[src/rtl/rpid_pkg.sv]
// ----------------------------------------------------------------------------
// Roll PID regulator package
// Beat types, register indexes, sequencer states and fixed constants.
// ----------------------------------------------------------------------------
package rpid_pkg;

  // Register indexes on the configuration port.
  localparam logic [1:0] REG_PROP_GAIN     = 2'd0;
  localparam logic [1:0] REG_INTEG_GAIN_DT = 2'd1;
  localparam logic [1:0] REG_DERIV_GAIN_DT = 2'd2;
  localparam logic [1:0] REG_ELEVATOR_HOLD = 2'd3;

  // pi/180 in Q.22, rounded.
  localparam logic signed [17:0] DEG2RAD = 18'sd73204;
  // 1.0 in Q1.14.
  localparam int CMD_ONE = 16384;

  localparam logic signed [15:0] PROP_GAIN_RST     = 16'sd5120;
  localparam logic signed [15:0] ELEVATOR_HOLD_RST = -16'sd4096;

  typedef struct packed {
    logic signed [15:0] target_deg;
    logic signed [15:0] roll_meas;
  } in_beat_t;

  typedef struct packed {
    logic signed [15:0] aileron_cmd;
    logic signed [15:0] elevator_cmd;
    logic               clamped;
  } out_beat_t;

  typedef enum logic [2:0] {
    S_IDLE,
    S_ERR,
    S_SUM,
    S_PROP,
    S_DERIV,
    S_ILO,
    S_IHI,
    S_OUT
  } state_t;

endpackage

[src/rtl/roll_pid_regulator_unit.sv]
// ----------------------------------------------------------------------------
// Roll PID regulator unit
// One item is in flight at a time: no new input beat is taken until the
// result register has been written, which waits while the output side stalls.
// A single 18 x MB signed multiplier is reused for the degree conversion and
// all four gain products.
// Reset (synchronous) restores the default gains and clears the error sum,
// the previous error and the output valid flag.
// ----------------------------------------------------------------------------
module roll_pid_regulator_unit #(
  parameter int SUM_WIDTH = 32
) (
  input  logic               clk,
  input  logic               rst,
  input  logic               in_valid,
  output logic               in_ready,
  input  rpid_pkg::in_beat_t in_data,
  output logic               out_valid,
  input  logic               out_ready,
  output rpid_pkg::out_beat_t out_data,
  input  logic               cfg_we,
  input  logic [1:0]         cfg_index,
  input  logic [15:0]        cfg_data
);
  import rpid_pkg::*;

  // The error sum is multiplied in two halves: an unsigned low part and a
  // signed high part that is shifted back into place when accumulated.
  localparam int LO_W  = SUM_WIDTH / 2;
  localparam int HI_W  = SUM_WIDTH - LO_W;
  localparam int MB    = (HI_W + 1 > 18) ? HI_W + 1 : 18;
  localparam int PW    = 18 + MB;
  localparam int ACC_W = SUM_WIDTH + 18;
  localparam int CMD_W = ACC_W - 6;
  localparam logic signed [CMD_W-1:0] CMD_HI = CMD_W'(CMD_ONE);
  localparam logic signed [CMD_W-1:0] CMD_LO = -CMD_W'(CMD_ONE);
  localparam logic signed [SUM_WIDTH-1:0] SUM_MAX = {1'b0, {(SUM_WIDTH-1){1'b1}}};
  localparam logic signed [SUM_WIDTH-1:0] SUM_MIN = {1'b1, {(SUM_WIDTH-1){1'b0}}};

  state_t state, state_next;

  logic signed [15:0] prop_gain, integ_gain_dt, deriv_gain_per_dt, elevator_hold;
  logic signed [SUM_WIDTH-1:0] error_sum;
  logic signed [15:0] last_error;
  logic signed [15:0] roll_r;
  logic signed [15:0] err;
  logic signed [16:0] diff;
  logic signed [PW-1:0] prod;
  logic signed [ACC_W-1:0] acc;

  logic signed [17:0] mul_a;
  logic signed [MB-1:0] mul_b;
  logic signed [PW-1:0] mul_p;

  logic signed [PW-1:0] conv_rnd;
  logic signed [17:0] rad;
  logic signed [18:0] err_wide;
  logic signed [15:0] err_sat;
  logic signed [SUM_WIDTH:0] sum_wide;
  logic signed [SUM_WIDTH-1:0] sum_sat;
  logic signed [ACC_W-1:0] prod_ext;
  logic signed [ACC_W-1:0] rnd;
  logic signed [CMD_W-1:0] cmd_w;
  logic signed [15:0] cmd_q;
  logic cmd_clamped;
  logic out_free;

  // Sequencer: next state.
  always_comb begin
    state_next = state;
    unique case (state)
      S_IDLE:  if (in_valid) state_next = S_ERR;
      S_ERR:   state_next = S_SUM;
      S_SUM:   state_next = S_PROP;
      S_PROP:  state_next = S_DERIV;
      S_DERIV: state_next = S_ILO;
      S_ILO:   state_next = S_IHI;
      S_IHI:   state_next = S_OUT;
      S_OUT:   if (out_free) state_next = S_IDLE;
      default: state_next = S_IDLE;
    endcase
  end

  // Sequencer: outputs, mainly the operand select of the shared multiplier.
  always_comb begin
    in_ready = 1'b0;
    mul_a    = DEG2RAD;
    mul_b    = {{(MB-16){in_data.target_deg[15]}}, in_data.target_deg};
    unique case (state)
      S_IDLE: begin
        in_ready = 1'b1;
      end
      S_SUM: begin
        mul_a = {{2{prop_gain[15]}}, prop_gain};
        mul_b = {{(MB-16){err[15]}}, err};
      end
      S_PROP: begin
        mul_a = {{2{deriv_gain_per_dt[15]}}, deriv_gain_per_dt};
        mul_b = {{(MB-17){diff[16]}}, diff};
      end
      S_DERIV: begin
        mul_a = {{2{integ_gain_dt[15]}}, integ_gain_dt};
        mul_b = {{(MB-LO_W){1'b0}}, error_sum[LO_W-1:0]};
      end
      S_ILO: begin
        mul_a = {{2{integ_gain_dt[15]}}, integ_gain_dt};
        mul_b = {{(MB-HI_W){error_sum[SUM_WIDTH-1]}}, error_sum[SUM_WIDTH-1:LO_W]};
      end
      default: begin
      end
    endcase
  end

  assign mul_p = mul_a * mul_b;

  // Target in radians, rounded to nearest, then the saturated error.
  assign conv_rnd = prod + PW'(32768);
  assign rad      = conv_rnd[33:16];
  assign err_wide = {rad[17], rad} - {{3{roll_r[15]}}, roll_r};
  always_comb begin
    if (err_wide > 19'sd32767) begin
      err_sat = 16'sh7FFF;
    end else if (err_wide < -19'sd32768) begin
      err_sat = 16'sh8000;
    end else begin
      err_sat = err_wide[15:0];
    end
  end

  // Saturating running sum; overflow shows as disagreeing top bits.
  assign sum_wide = {error_sum[SUM_WIDTH-1], error_sum} + {{(SUM_WIDTH-15){err[15]}}, err};
  always_comb begin
    if (sum_wide[SUM_WIDTH] != sum_wide[SUM_WIDTH-1]) begin
      sum_sat = sum_wide[SUM_WIDTH] ? SUM_MIN : SUM_MAX;
    end else begin
      sum_sat = sum_wide[SUM_WIDTH-1:0];
    end
  end

  assign prod_ext = {{(ACC_W-PW){prod[PW-1]}}, prod};

  // Round Q.20 to Q1.14 and clamp to plus or minus one.
  assign rnd   = acc + ACC_W'(32);
  assign cmd_w = rnd[ACC_W-1:6];
  always_comb begin
    cmd_clamped = 1'b0;
    cmd_q       = cmd_w[15:0];
    if (cmd_w > CMD_HI) begin
      cmd_q       = 16'(CMD_ONE);
      cmd_clamped = 1'b1;
    end else if (cmd_w < CMD_LO) begin
      cmd_q       = -16'(CMD_ONE);
      cmd_clamped = 1'b1;
    end
  end

  assign out_free = !out_valid || out_ready;

  always_ff @(posedge clk) begin
    if (rst) begin
      state             <= S_IDLE;
      prop_gain         <= PROP_GAIN_RST;
      integ_gain_dt     <= '0;
      deriv_gain_per_dt <= '0;
      elevator_hold     <= ELEVATOR_HOLD_RST;
      error_sum         <= '0;
      last_error        <= '0;
      out_valid         <= 1'b0;
    end else begin
      state <= state_next;
      if (cfg_we) begin
        unique case (cfg_index)
          REG_PROP_GAIN:     prop_gain         <= cfg_data;
          REG_INTEG_GAIN_DT: integ_gain_dt     <= cfg_data;
          REG_DERIV_GAIN_DT: deriv_gain_per_dt <= cfg_data;
          REG_ELEVATOR_HOLD: elevator_hold     <= cfg_data;
          default: begin
          end
        endcase
      end
      if (state == S_SUM) begin
        error_sum  <= sum_sat;
        last_error <= err;
      end
      if (state == S_OUT && out_free) begin
        out_valid <= 1'b1;
      end else if (out_ready) begin
        out_valid <= 1'b0;
      end
    end
  end

  // Datapath registers.
  always_ff @(posedge clk) begin
    case (state)
      S_IDLE: begin
        roll_r <= in_data.roll_meas;
        prod   <= mul_p;
      end
      S_ERR: begin
        err <= err_sat;
      end
      S_SUM: begin
        diff <= {err[15], err} - {last_error[15], last_error};
        prod <= mul_p;
      end
      S_PROP: begin
        acc  <= prod_ext;
        prod <= mul_p;
      end
      S_DERIV, S_ILO: begin
        acc  <= acc + prod_ext;
        prod <= mul_p;
      end
      S_IHI: begin
        acc <= acc + (prod_ext <<< LO_W);
      end
      S_OUT: begin
        if (out_free) begin
          out_data.aileron_cmd  <= cmd_q;
          out_data.elevator_cmd <= elevator_hold;
          out_data.clamped      <= cmd_clamped;
        end
      end
      default: begin
      end
    endcase
  end

  // A clamped command sits exactly on one of the two limits.
  a_clamp_at_limit: assert property (@(posedge clk) disable iff (rst)
    out_valid && out_data.clamped |->
      out_data.aileron_cmd == 16'(CMD_ONE) || out_data.aileron_cmd == -16'(CMD_ONE))
    else $error("clamped result is not at a limit");

  // A result only ever comes out of the final sequencer step.
  a_result_from_out: assert property (@(posedge clk) disable iff (rst)
    $rose(out_valid) |-> $past(state) == S_OUT)
    else $error("result raised outside the output step");

  // Once a beat is taken, no further beat is taken until the item is done.
  a_one_in_flight: assert property (@(posedge clk) disable iff (rst)
    in_valid && in_ready |=> !in_ready)
    else $error("input taken while an item is in flight");

endmodule
[config.mk]
export PLATFORM = sky130hd
export DESIGN_NAME = roll_pid_regulator_unit
export DESIGN_NICKNAME = d
export VERILOG_FILES = /design/src/rtl/rpid_pkg.sv /design/src/rtl/roll_pid_regulator_unit.sv
export SDC_FILE = /design/constraint.sdc
export NUM_CORES = 2
export LEC_CHECK = 0
export ABC_AREA = 1
export ABC_CLOCK_PERIOD_IN_PS = 22800
export BUFFER_PORTS_ARGS = -buffer_cell sky130_fd_sc_hd__buf_4
export CORE_AREA = 5 5 256 258
export DETAILED_ROUTE_END_ITERATION = 6
export DIE_AREA = 0 0 261 263
export PLACE_DENSITY = 0.75
export SYNTH_ARGS = -nofsm -noshare
export SYNTH_HDL_FRONTEND = slang
export SYNTH_SLANG_ARGS = --single-unit
[constraint.sdc]
create_clock -name clk -period 22.8 [get_ports clk]
set_input_delay 4.56 -clock clk [delete_from_list [all_inputs] [get_ports clk]]
set_output_delay 4.56 -clock clk [all_outputs]
set_load 0.02 [all_outputs]
==> results.md <==
- Commonest cells after routing, fill and taps aside: 1076 x nand2_1, 870 x inv_1, 503 x nor2_1
- Die width: 261 um
- Post-synth EDFFs: 168
- Wire per inst: 20.1 um
- Initial DRC Count: 2677
- RSZ-0062 raised after global routing: no
- DRC viols: 0
- Final worst path period need: 10.83 ns
- Number of CTS-inserted buffers: 34
- Compound-Gate Fraction of Synth Area: 11.4%
- CTS tree: yes
- Critical Path Most Common Cell: inv_1
- Worst Path Class, Setup: input port to flop
- Critical path startpoint category: input port
- Crit-path slowest cell: fa_1
- Die Height: 263 um
- CP max stage delay: 0.78 ns
- Async SR Flop Fraction: 0%
- Largest family of logic cells by synthesized area: adder cells
- # setup viols final: 0
- CP Max Fanout: 14
- GRT overflow: 0
- Worst rel slew slack: 17.4%
- Fin. max-slew vios: 0
- Yosys reg bits: 284
- Worst EP required: 23.12 ns
- Core area: 0.0627 mm^2
- Synth Area in XOR/XNOR: 3.48%
- IO buf count: 89
- Cell Area, Synth: 0.0343 mm^2
- Final Hold Viols: 0
- Wirelength, routed: 112000 um
- Status: completed
- Max-cap check violation count: 0
- Via density per instance: 5.55
- Mux cell area share after synthesis: 0%
- Initial core utilization: 54.6%
- CTS root buf: clkbuf_16
- Post-synthesis simple-gate area fraction: 24.3%
- Hold crit path type: flop to flop
- Met1 Track Usage GR: 41.7%
- Clk buf depth: 3
- CP Capture Type: flop
- Post-CTS Hold Buffers: 0
- Total die area: 0.0686 mm^2
- Global-route wire length before repair: 173000 um
- First-pass iteration count of the detailed router: 7
- Setup TNS: 0 ns
- Layout area overhead: 7.82%
- Clock transition at the registers of the reported paths: 0.06 ns
- Final nets: 5322
- Routed via count: 30878
- Post-synthesis adder-cell area fraction: 28.3%
- Distinct cells, synth: 54
- Resize count post-CTS: 0
- Fill cells: 5924
- Synth Flop Type: edfxtp_1
- Worst Skew: 0.0223 ns
- GPL Wtd Cong: 1.01
- Crit path buf inv count: 8
- Delay-heaviest family, CP: adder cells
- Largest net degree at the start of global routing: 80
- Most common cell after layout, fill and taps aside: nand2_1
- Share of cells above drive strength 1: 6.15%
- Clock Latency Late Sink: 0.57 ns
- Post-DP HPWL: 91400 um
- Clk sinks: 284
- Post CTS Setup Buffer Count: 0
- Num rows: 92
- GR peak layer: met2
- Syn_area_per_cell: 7.40 um^2
- CTS H-tree depth: 2
- Gr usage total: 32.3%
- Post-Synthesis Cells: 4629
- Register area share after synthesis: 21.5%
- Data arrival, critical path: 11.14 ns
- Peak Freq: 92.4 MHz
- Syn_nets: 5260
- Initial antenna violation count: 0
- DRT antenna net count: 0
- Vias in the first global route: 30422
- Met3 GRT Util: 6.40%
- IO Count: 90
- Met2 Resource Use GR: 51.9%
- Yosys Warn Count: 0
- Tightest Pin Transition: 1.23 ns
- Fin crit share: 47.5%
==> cells by family (layout without fill, tap and decap cells) <==
kind of cell	Yosys count	after routing
other	0	1
AOI/OAI and AO/OA	695	695
buffers and inverters	986	1073
adders and majority gates	576	576
DFF	284	284
and+or+nand+nor	1952	1952
xor gates and xnor gates	136	136
==> through the flow <==
stage / utilization, % / hold slack, ns / setup slack (ns) / cell area [um^2] / instances
2_1_floorplan: - / 0.409 / 12.49 / 34300 / 4629
3_3_place_gp: 57.1 / 0.411 / 11.48 / 35800 / 5501
6_report: 58.9 / 0.430 / 11.97 / 36900 / 5563
4_1_cts: 58.9 / 0.431 / 11.99 / 36900 / 5562
3_5_place_dp: 57.1 / 0.417 / 11.40 / 35800 / 5501
5_1_grt: 58.9 / 0.438 / 11.59 / 36900 / 5562
==> sequential cells by signal, indices dropped and copies added, names as in the netlist <==
name,flops
acc,50
out_valid,1
elevator_hold,16
out_data,33
state,3
prop_gain,16
deriv_gain_per_dt,16
integ_gain_dt,16
prod,36
roll_r,16
error_sum,32
diff,17
err,16
last_error,16
==> worst paths after layout <==
kind | slack (ns) | to | depth (start not counted) | startpoint
worst max-delay path | 11.97 | prod[33] | 28 | in_data[18]
worst min-delay path | 0.43 | out_data[12] | 0 | elevator_hold[11]
worst max register to register | 12.87 | prod[33] | 36 | state[2]
worst min register to register | 0.43 | out_data[12] | 0 | elevator_hold[11]
==> synth_stat cells, drive strengths merged (24+ instances only) <==
master / n / share of area [%]
clkbuf: 44 / 0.48
nand4: 53 / 1.4
edfxtp: 168 / 15
ha: 243 / 8.9
nor3: 37 / 0.57
xor2: 93 / 2.4
nand3: 183 / 2.7
nand2: 1091 / 12
nor2: 544 / 6.6
dfxtp: 116 / 6.8
o21ai: 248 / 3.6
inv: 893 / 9.8
o21bai: 24 / 0.54
a21o: 26 / 0.57
fa: 333 / 19
xnor2: 43 / 1.1
buf: 43 / 0.72
a21oi: 307 / 4.5
==> area by class of cell <==
type | instances | area [um^2] | area share, %
Clock buffer | 39 | 880 | 2.38
Inverter | 899 | 3380 | 9.15
Clock inverter | 22 | 254 | 0.688
Multi-Input combinational cell | 3359 | 23100 | 62.7
Tap cell | 846 | 1060 | 2.87
Timing Repair Buffer | 113 | 848 | 2.30
Sequential cell | 284 | 7370 | 19.9
Antenna cell | 1 | 2.50 | 0.00678
==> per-layer routing <==
layer  wire length (um)  vias up  share of wire, %
li1                   -    14762                 -
met1              44600    14496                40
met2              50400     1333                45
met3               9750      287               8.7
met4               6920        0               6.2
met5                  0        -                 0
==> worst register-to-register path: cells and delay by family (launching register included) <==
| kind | cells | cell delay, ns |
|---|---|---|
| AO/OA/AOI/OAI | 5 | 0.82 |
| XOR/XNOR | 1 | 0.14 |
| adder cells (fa/ha/maj) | 7 | 3.76 |
| buffers and inverters | 13 | 2.22 |
| flip-flops | 1 | 0.51 |
| AND/OR/NAND/NOR | 10 | 2.26 |
Power is not shown: default switching activity piles up to over one toggle a cycle in this logic, so the estimate is an artifact.
